File: config.mk
export PLATFORM = sky130hd
export DESIGN_NAME = knn_top_k_search_unit
export DESIGN_NICKNAME = d
export VERILOG_FILES = /design/src/sv/knn_pkg.sv /design/src/sv/knn_front.sv /design/src/sv/knn_fifo.sv /design/src/sv/knn_back.sv /design/src/sv/knn_top_k_search_unit.sv
export SDC_FILE = /design/constraint.sdc
export NUM_CORES = 2
export LEC_CHECK = 0
export ABC_AREA = 1
export BUFFER_PORTS_ARGS = -buffer_cell sky130_fd_sc_hd__buf_4
export CORE_ASPECT_RATIO = 1.75
export CORE_MARGIN = 4
export CORE_UTILIZATION = 35
export DETAILED_ROUTE_END_ITERATION = 10
export GPL_TIMING_DRIVEN = 0
export PLACE_DENSITY = 0.48
export SLEW_MARGIN = 20
export SYNTH_ARGS = -nofsm -noshare
export SYNTH_HDL_FRONTEND = slang
export SYNTH_SLANG_ARGS = --single-unit
File: constraint.sdc
create_clock -name clk -period 5.8 [get_ports clk]
set_input_delay 1.16 -clock clk [delete_from_list [all_inputs] [get_ports clk]]
set_output_delay 1.16 -clock clk [all_outputs]
set_load 0.05 [all_outputs]
File: src/sv/knn_pkg.sv
// ----------------------------------------------------------------------------
// knn_pkg
// Shared widths, defaults and the queue entry type of the k-nearest-neighbor
// search unit.
// ----------------------------------------------------------------------------
`default_nettype none

package knn_pkg;

	localparam int COORD_W        = 16;
	localparam int INDEX_W        = 16;
	localparam int DIFF_W         = COORD_W;
	localparam int SQ_W           = 2 * DIFF_W;
	localparam int DIST_W         = 42;
	localparam int RANK_W         = 4;
	localparam int NEIGHBORS_DEF  = 10;
	localparam int QUEUE_DEPTH_DEF = 4;

	localparam logic [DIST_W-1:0] DIST_MAX = {DIST_W{1'b1}};

	// one finished database vector handed from front to back
	typedef struct packed {
		logic               clear;
		logic               emit;
		logic [INDEX_W-1:0] index;
		logic [DIST_W-1:0]  distance;
	} entry_t;

	localparam int ENTRY_W = $bits(entry_t);

endpackage

`default_nettype wire

File: src/sv/knn_front.sv
// ----------------------------------------------------------------------------
// knn_front
// Takes coordinate items, forms the squared difference over two stages and
// accumulates it with saturation. Each finished vector is pushed to the queue.
// ----------------------------------------------------------------------------
`default_nettype none

module knn_front (
	input  wire logic                          clk,
	input  wire logic                          arst_n,
	input  wire logic                          in_valid,
	output logic                               in_ready,
	input  wire logic [knn_pkg::COORD_W-1:0]   query_coord,
	input  wire logic [knn_pkg::COORD_W-1:0]   data_coord,
	input  wire logic [knn_pkg::INDEX_W-1:0]   entry_index,
	input  wire logic                          first_of_query,
	input  wire logic                          last_coord,
	input  wire logic                          last_entry,
	input  wire logic                          q_full,
	output logic                               q_push,
	output knn_pkg::entry_t                    q_data
);

	logic                          valid_s1;
	logic [knn_pkg::DIFF_W-1:0]    diff_s1;
	logic [knn_pkg::INDEX_W-1:0]   index_s1;
	logic                          first_s1;
	logic                          end_s1;
	logic                          emit_s1;

	logic                          valid_s2;
	logic [knn_pkg::SQ_W-1:0]      sq_s2;
	logic [knn_pkg::INDEX_W-1:0]   index_s2;
	logic                          first_s2;
	logic                          end_s2;
	logic                          emit_s2;

	logic [knn_pkg::DIST_W-1:0]    acc_q;
	logic                          pend_clear_q;

	logic                          advance;
	logic signed [knn_pkg::COORD_W:0] dq;
	logic [knn_pkg::COORD_W:0]     dq_abs;
	logic [knn_pkg::DIST_W-1:0]    acc_base;
	logic [knn_pkg::DIST_W:0]      sum;
	logic [knn_pkg::DIST_W-1:0]    sum_sat;

	assign advance  = !(valid_s2 && end_s2 && q_full);
	assign in_ready = advance;

	always_comb begin
		dq     = $signed({data_coord[knn_pkg::COORD_W-1], data_coord})
		       - $signed({query_coord[knn_pkg::COORD_W-1], query_coord});
		dq_abs = dq[knn_pkg::COORD_W] ? (~dq + 1'b1) : dq;
	end

	always_comb begin
		acc_base = first_s2 ? '0 : acc_q;
		sum      = {1'b0, acc_base} + (knn_pkg::DIST_W+1)'(sq_s2);
		sum_sat  = (sum > {1'b0, knn_pkg::DIST_MAX}) ? knn_pkg::DIST_MAX
		                                              : sum[knn_pkg::DIST_W-1:0];
	end

	assign q_push = valid_s2 && end_s2 && advance;

	always_comb begin
		q_data.clear    = pend_clear_q || first_s2;
		q_data.emit     = emit_s2;
		q_data.index    = index_s2;
		q_data.distance = sum_sat;
	end

	always_ff @(posedge clk or negedge arst_n) begin
		if (!arst_n) begin
			valid_s1     <= 1'b0;
			valid_s2     <= 1'b0;
			acc_q        <= '0;
			pend_clear_q <= 1'b0;
		end else if (advance) begin
			valid_s1 <= in_valid;
			valid_s2 <= valid_s1;
			if (valid_s2) begin
				if (end_s2) begin
					acc_q        <= '0;
					pend_clear_q <= 1'b0;
				end else begin
					acc_q        <= sum_sat;
					pend_clear_q <= pend_clear_q || first_s2;
				end
			end
		end
	end

	always_ff @(posedge clk) begin
		if (advance) begin
			diff_s1  <= dq_abs[knn_pkg::DIFF_W-1:0];
			index_s1 <= entry_index;
			first_s1 <= in_valid && first_of_query;
			end_s1   <= last_coord || last_entry;
			emit_s1  <= last_entry;
			sq_s2    <= diff_s1 * diff_s1;
			index_s2 <= index_s1;
			first_s2 <= first_s1;
			end_s2   <= end_s1;
			emit_s2  <= emit_s1;
		end
	end

endmodule

`default_nettype wire

File: src/sv/knn_fifo.sv
// ----------------------------------------------------------------------------
// knn_fifo
// Short register queue of finished vectors between front and back.
// ----------------------------------------------------------------------------
`default_nettype none

module knn_fifo #(
	parameter int DEPTH = knn_pkg::QUEUE_DEPTH_DEF
) (
	input  wire logic             clk,
	input  wire logic             arst_n,
	input  wire logic             push,
	input  wire knn_pkg::entry_t  din,
	input  wire logic             pop,
	output knn_pkg::entry_t       dout,
	output logic                  empty,
	output logic                  full
);

	localparam int PTR_W = (DEPTH > 1) ? $clog2(DEPTH) : 1;
	localparam int CNT_W = $clog2(DEPTH + 1);

	knn_pkg::entry_t  mem_q [DEPTH];
	logic [PTR_W-1:0] wr_ptr_q;
	logic [PTR_W-1:0] rd_ptr_q;
	logic [CNT_W-1:0] count_q;

	assign empty = (count_q == '0);
	assign full  = (count_q == CNT_W'(DEPTH));
	assign dout  = mem_q[rd_ptr_q];

	always_ff @(posedge clk or negedge arst_n) begin
		if (!arst_n) begin
			wr_ptr_q <= '0;
			rd_ptr_q <= '0;
			count_q  <= '0;
		end else begin
			if (push) begin
				wr_ptr_q <= (wr_ptr_q == PTR_W'(DEPTH - 1)) ? '0 : wr_ptr_q + 1'b1;
			end
			if (pop) begin
				rd_ptr_q <= (rd_ptr_q == PTR_W'(DEPTH - 1)) ? '0 : rd_ptr_q + 1'b1;
			end
			if (push && !pop) begin
				count_q <= count_q + 1'b1;
			end else if (pop && !push) begin
				count_q <= count_q - 1'b1;
			end
		end
	end

	always_ff @(posedge clk) begin
		if (push) begin
			mem_q[wr_ptr_q] <= din;
		end
	end

	property p_no_overflow;
		@(posedge clk) disable iff (!arst_n) push |-> (!full || pop);
	endproperty
	a_no_overflow: assert property (p_no_overflow) else $error("fifo push while full");

	property p_no_underflow;
		@(posedge clk) disable iff (!arst_n) pop |-> !empty;
	endproperty
	a_no_underflow: assert property (p_no_underflow) else $error("fifo pop while empty");

	property p_count_bound;
		@(posedge clk) disable iff (!arst_n) count_q <= CNT_W'(DEPTH);
	endproperty
	a_count_bound: assert property (p_count_bound) else $error("fifo count out of range");

endmodule

`default_nettype wire

File: src/sv/knn_back.sv
// ----------------------------------------------------------------------------
// knn_back
// Holds the sorted neighbor list. Pops one vector a cycle while idle and the
// queue is not empty and inserts it with a parallel compare and shift; on emit
// streams the slots through an output register.
// ----------------------------------------------------------------------------
`default_nettype none

module knn_back #(
	parameter int NEIGHBORS = knn_pkg::NEIGHBORS_DEF
) (
	input  wire logic                          clk,
	input  wire logic                          arst_n,
	input  wire knn_pkg::entry_t               q_data,
	input  wire logic                          q_empty,
	output logic                               q_pop,
	output logic                               out_valid,
	input  wire logic                          out_ready,
	output logic [knn_pkg::RANK_W-1:0]         neighbor_rank,
	output logic [knn_pkg::INDEX_W-1:0]        neighbor_index,
	output logic [knn_pkg::DIST_W-1:0]         squared_distance,
	output logic                               slot_valid,
	output logic                               last
);

	localparam int CNT_W = (NEIGHBORS > 1) ? $clog2(NEIGHBORS) : 1;

	typedef enum logic [1:0] {
		ST_IDLE = 2'b01,
		ST_EMIT = 2'b10
	} back_state_t;

	back_state_t                  state_q;
	logic [CNT_W-1:0]             cnt_q;

	logic [knn_pkg::DIST_W-1:0]   dist_q  [NEIGHBORS];
	logic [knn_pkg::INDEX_W-1:0]  index_q [NEIGHBORS];
	logic [NEIGHBORS-1:0]         valid_q;

	logic [NEIGHBORS-1:0]         valid_eff;
	logic [NEIGHBORS-1:0]         take;

	logic                         out_valid_q;
	logic [knn_pkg::RANK_W-1:0]   rank_q;
	logic [knn_pkg::INDEX_W-1:0]  out_index_q;
	logic [knn_pkg::DIST_W-1:0]   out_dist_q;
	logic                         out_slot_valid_q;
	logic                         out_last_q;

	logic                         load;

	assign q_pop = (state_q == ST_IDLE) && !q_empty;
	assign load  = (state_q == ST_EMIT) && (!out_valid_q || out_ready);

	// a cleared list is all empty, so the new vector lands in slot 0
	always_comb begin
		valid_eff = q_data.clear ? '0 : valid_q;
		for (int i = 0; i < NEIGHBORS; i++) begin
			take[i] = !valid_eff[i] || (q_data.distance < dist_q[i]);
		end
	end

	always_ff @(posedge clk or negedge arst_n) begin
		if (!arst_n) begin
			valid_q <= '0;
		end else if (q_pop) begin
			if (take[0]) begin
				valid_q[0] <= 1'b1;
			end
			for (int i = 1; i < NEIGHBORS; i++) begin
				if (take[i]) begin
					valid_q[i] <= take[i-1] ? valid_eff[i-1] : 1'b1;
				end
			end
		end
	end

	always_ff @(posedge clk) begin
		if (q_pop) begin
			if (take[0]) begin
				dist_q[0]  <= q_data.distance;
				index_q[0] <= q_data.index;
			end
			for (int i = 1; i < NEIGHBORS; i++) begin
				if (take[i]) begin
					if (take[i-1]) begin
						dist_q[i]  <= dist_q[i-1];
						index_q[i] <= index_q[i-1];
					end else begin
						dist_q[i]  <= q_data.distance;
						index_q[i] <= q_data.index;
					end
				end
			end
		end
	end

	always_ff @(posedge clk or negedge arst_n) begin
		if (!arst_n) begin
			state_q <= ST_IDLE;
			cnt_q   <= '0;
		end else begin
			case (state_q)
				ST_IDLE: begin
					cnt_q <= '0;
					if (q_pop && q_data.emit) begin
						state_q <= ST_EMIT;
					end
				end
				ST_EMIT: begin
					if (load) begin
						if (cnt_q == CNT_W'(NEIGHBORS - 1)) begin
							cnt_q   <= '0;
							state_q <= ST_IDLE;
						end else begin
							cnt_q <= cnt_q + 1'b1;
						end
					end
				end
				default: begin
					state_q <= ST_IDLE;
					cnt_q   <= '0;
				end
			endcase
		end
	end

	always_ff @(posedge clk or negedge arst_n) begin
		if (!arst_n) begin
			out_valid_q <= 1'b0;
		end else if (load) begin
			out_valid_q <= 1'b1;
		end else if (out_ready) begin
			out_valid_q <= 1'b0;
		end
	end

	always_ff @(posedge clk) begin
		if (load) begin
			rank_q           <= knn_pkg::RANK_W'(cnt_q);
			out_index_q      <= valid_q[cnt_q] ? index_q[cnt_q] : '0;
			out_dist_q       <= valid_q[cnt_q] ? dist_q[cnt_q] : '0;
			out_slot_valid_q <= valid_q[cnt_q];
			out_last_q       <= (cnt_q == CNT_W'(NEIGHBORS - 1));
		end
	end

	assign out_valid        = out_valid_q;
	assign neighbor_rank    = rank_q;
	assign neighbor_index   = out_index_q;
	assign squared_distance = out_dist_q;
	assign slot_valid       = out_slot_valid_q;
	assign last             = out_last_q;

	property p_valid_prefix;
		@(posedge clk) disable iff (!arst_n)
			((valid_q >> 1) & ~valid_q) == '0;
	endproperty
	a_valid_prefix: assert property (p_valid_prefix) else $error("hole in neighbor list");

	property p_idle_cnt;
		@(posedge clk) disable iff (!arst_n) (state_q == ST_IDLE) |=> (cnt_q == '0);
	endproperty
	a_idle_cnt: assert property (p_idle_cnt) else $error("slot counter not reset");

	property p_emit_entry;
		@(posedge clk) disable iff (!arst_n)
			(state_q == ST_IDLE && q_pop && q_data.emit) |=> (state_q == ST_EMIT);
	endproperty
	a_emit_entry: assert property (p_emit_entry) else $error("emit not started");

endmodule

`default_nettype wire

File: src/sv/knn_top_k_search_unit.sv
// ----------------------------------------------------------------------------
// knn_top_k_search_unit
// Brute-force k-nearest-neighbor search on squared Euclidean distance with a
// sorted top-K list; front accumulates, back inserts and emits.
// ----------------------------------------------------------------------------
//  channel  | handshake          | payload
//  ---------+--------------------+---------------------------------------------
//  in       | in_valid/in_ready  | query_coord, data_coord, entry_index,
//           |                    | first_of_query, last_coord, last_entry
//  out      | out_valid/out_ready| neighbor_rank, neighbor_index,
//           |                    | squared_distance, slot_valid, last
//
//  One coordinate item per cycle while in_ready is high, through front stages
//  s1 and s2. The back inserts each finished vector on its pop; an emit holds
//  the back for the NEIGHBORS slots, one slot a cycle while out_ready is high,
//  while the queue of QUEUE_DEPTH vectors keeps the front running.
//  The front stalls only when a finished vector meets a full queue.
//  Reset empties the list, the accumulator and the queue; no clearing pass.
// ----------------------------------------------------------------------------
`default_nettype none

module knn_top_k_search_unit #(
	parameter int NEIGHBORS   = knn_pkg::NEIGHBORS_DEF,
	parameter int QUEUE_DEPTH = knn_pkg::QUEUE_DEPTH_DEF
) (
	input  wire logic                          clk,
	input  wire logic                          arst_n,
	input  wire logic                          in_valid,
	output logic                               in_ready,
	input  wire logic [knn_pkg::COORD_W-1:0]   query_coord,
	input  wire logic [knn_pkg::COORD_W-1:0]   data_coord,
	input  wire logic [knn_pkg::INDEX_W-1:0]   entry_index,
	input  wire logic                          first_of_query,
	input  wire logic                          last_coord,
	input  wire logic                          last_entry,
	output logic                               out_valid,
	input  wire logic                          out_ready,
	output logic [knn_pkg::RANK_W-1:0]         neighbor_rank,
	output logic [knn_pkg::INDEX_W-1:0]        neighbor_index,
	output logic [knn_pkg::DIST_W-1:0]         squared_distance,
	output logic                               slot_valid,
	output logic                               last
);

	knn_pkg::entry_t push_data;
	knn_pkg::entry_t pop_data;
	logic            push;
	logic            pop;
	logic            q_full;
	logic            q_empty;

	knn_front u_front (
		.clk            (clk),
		.arst_n         (arst_n),
		.in_valid       (in_valid),
		.in_ready       (in_ready),
		.query_coord    (query_coord),
		.data_coord     (data_coord),
		.entry_index    (entry_index),
		.first_of_query (first_of_query),
		.last_coord     (last_coord),
		.last_entry     (last_entry),
		.q_full         (q_full),
		.q_push         (push),
		.q_data         (push_data)
	);

	knn_fifo #(
		.DEPTH (QUEUE_DEPTH)
	) u_fifo (
		.clk    (clk),
		.arst_n (arst_n),
		.push   (push),
		.din    (push_data),
		.pop    (pop),
		.dout   (pop_data),
		.empty  (q_empty),
		.full   (q_full)
	);

	knn_back #(
		.NEIGHBORS (NEIGHBORS)
	) u_back (
		.clk              (clk),
		.arst_n           (arst_n),
		.q_data           (pop_data),
		.q_empty          (q_empty),
		.q_pop            (pop),
		.out_valid        (out_valid),
		.out_ready        (out_ready),
		.neighbor_rank    (neighbor_rank),
		.neighbor_index   (neighbor_index),
		.squared_distance (squared_distance),
		.slot_valid       (slot_valid),
		.last             (last)
	);

endmodule

`default_nettype wire

==> out/qor.yml <==
clock_network:
  cts_sinks: 1038
  clk_path_buf_depth: 3
  root_buffer: "clkbuf_16"
  cts_buffers: 106
  clk_pin_slew_ps: 70
  hold_buffers: 0
  htreeDepth: 3
  cts_tree: "yes"
  clkLatencyLatePin_ps: 780
yosys:
  synthAdderAreaFrac_pct: 15.0
  yosysUniqueCellTypes: 48
  synth-seq-area-share_pct: 44.5
  netlist_instances: 8076
  synth_top_family_by_area: "simple AND/OR/NAND/NOR gates"
  synth_edf_count: 969
  synth-simple-area-share_pct: 21.6
  synth-seq-cells: 1038
  synth-async-reset-ratio_pct: 6.65
  synth_nets: 8864
  synth_mux_area_share_pct: 0.0325
  syn_area_um2: 69300
  syn_area_per_cell_um2: 8.58
  synth_compound_area_share_pct: 9.68
  synth-main-ff-cell: "edfxtp_1"
  synth_xor_xnor_area_share_pct: 0.910
  yosysWarningCount: 0
route:
  via_per_inst: 5.55
  first_iter_violations: 4921
  routed_wl_um: 313000
  vias: 62000
  antenna_left: 0
  wire_per_inst_um: 28.1
  first_pass_iters: 7
  route.detailed.drc: 0
floorplanning:
  core_um2: 197000
  die_x_um: 344
  die_height_um: 597
  start_util_pct: 35.3
  dieArea_um2: 206000
  io_pins: 121
  num_rows: 215
global_route:
  antenna_found_initial: 16
  grt_overflow: 0
  grt_usage_pct: 30.1
  grt_pass1_vias: 62800
  grt_max_degree: 70
  grt_pass1_wl_um: 441000
timing:
  setup_slack_ps: -106
  layout_min_cycle_time_ps: 5910
  holdWs_ps: 420
  fin_setup_tns_ps: -468
  timing.fmax_mhz: 169
  hold_viol_final: 0
  slew_headroom_pct: 16.3
  rsz0062_at_grt: "true"
  maxSlewViolCount: 0
  period_share_pct: 102
  tightest_slew_ps: 1260
  finClkSkew_ps: 54.5
  finalSetupViolCount: 9
status:
  status: "finished with violations"
  violations: "setup timing"
place:
  place_area_um2: 76100
  place.gp.congestion: 0.996
  dpl.hpwl_um: 249000
  io_buffers: 120
worst_setup_path:
  crit_type: "flip-flop to flip-flop"
  cp_data_required_time_ps: 6270
  r2r_end: "u_front.sq_s2[23]"
  r2r_cells: 21
  crit_fanout: 7
  crit_slowest_cell: "fa_2"
  critPathLaunch: "u_front.diff_s1[13]"
  endpoint_kind: "flip-flop"
  reg2reg_from: "u_front.diff_s1[13]"
  cp.arrival_ps: 6380
  cp-endpoint: "u_front.sq_s2[23]"
  critPathMaxStageDelay_ps: 620
  cp_cell_sequence: "buf_8, clkbuf_16, nand2_4, fa_2, inv_2, fa_1, fa_1, fa_2, fa_1, inv_2, fa_2, inv_2, ha_4, a21oi_4, o21ai_2, a21oi_2, nand3_2, nand2_2, nand2_2, buf_4, xor2_4"
  rrSetupSlack_ps: -110
  startpoint_type: "flip-flop"
final_layout:
  mostFrequentLayoutCells: "2069 x nand2_1, 1016 x inv_1, 969 x edfxtp_1"
  final_cell_area_um2: 81900
  drive_above_1_share_pct: 10.4
  area_growth_pct: 18.1
  final_common_cell: "nand2_1"
  final_nets: 9254
run:
  max_cap_viol_count: 0
worst_hold_path:
  hold_path.class: "flip-flop to flip-flop"
-- stage by stage --
step	util (%)	setup slack (ps)	instances
finish	41.6	-106	11200
global route	41.6	-172	11200
CTS	41.2	-136	11100
detailed placement	38.7	-1530	10900
global placement	37.4	-4940	10800
floorplan	-	5.86	8076
-- synth_stat cells (all sizes together), types with 22 or more instances --
cell    instances  area [um2]
nand2        2117        7950
o22ai          62         388
o221ai         34         298
a21oi         521        2640
ha            567        7090
dfrtp          68        1700
inv          1058        3970
edfxtp        969       29100
nand4         568        3550
nor2          459        1720
buf           130         629
xor2           40         350
clkbuf        301        1130
nand3         266        1340
fa            166        3320
nor3           30         150
xnor2          32         280
o21a           22         165
o21ai         589        2950
-- critical path: cells and delay by family, from the launching register on --
family                     cells  cell delay (ps)
buffers and inverters          6              630
DFF                            1              490
AOI/OAI and AO/OA              3              430
and+or+nand+nor                4              310
xor gates and xnor gates       1              150
adders and majority gates      7             3570
-- state kept, by name, summed over array words and instances, names as in the netlist, 31 cells and up --
register,count
u_front.sq_s2,31
u_back.index_q,160
u_front.acc_q,42
u_back.dist_q,420
u_back.squared_distance,42
u_fifo.mem_q,240
-- worst min path at each step --
stage | cells after the start | endpoint | start | slack (ps)
after floorplan | 0 | u_front.emit_s2 | u_front.emit_s1 | 400
after global placement | 0 | u_front.index_s2[7] | u_front.index_s1[7] | 400
after detailed placement | 0 | u_front.end_s2 | u_front.end_s1 | 400
after CTS | 0 | u_front.index_s2[6] | u_front.index_s1[6] | 420
after global routing | 0 | u_front.end_s2 | u_front.end_s1 | 420
final | 0 | u_front.index_s2[6] | u_front.index_s1[6] | 420
-- kinds of logic after synthesis --
logic type,after synthesis
mux,2
buf+inv,1489
flops,1038
simple gates,3479
xor+xnor,72
compound gates,1263
fa+ha+maj,733
-- per-layer routing --
metal | vias up | wire length [um] | global-route usage (%)
met4 | 10 | 37400 | 28.4
met3 | 1166 | 18300 | 5.89
met2 | 2478 | 162000 | 54.8
li1 | 28200 | - | -
met5 | - | 74 | 0
met1 | 30100 | 95800 | 27.4
-- what timing repair did --
| action | CTS | global route |
|---|---|---|
| pin swaps | 75 | 89 |
| buffers inserted | 49 | 40 |
| setup endpoints to repair | 1051 | 548 |
| gates resized for setup | 215 | 161 |
| cloned | 0 | 1 |
-- cell type report --
| class | instances | area (um2) |
|---|---|---|
| Clock inverter | 87 | 1010 |
| Inverter | 1058 | 4020 |
| Sequential cell | 1038 | 30800 |
| Fill cell | 19800 | 115000 |
| Antenna cell | 9 | 22.5 |
| Tap cell | 2604 | 3260 |
| Timing Repair Buffer | 291 | 3630 |
| Buffer | 422 | 2000 |
| Multi-Input combinational cell | 5549 | 34400 |
| Clock buffer | 114 | 2680 |
Power is left out: the tool's default activity adds up to more than one toggle a clock period on the data nets, which glitch-free logic cannot reach.
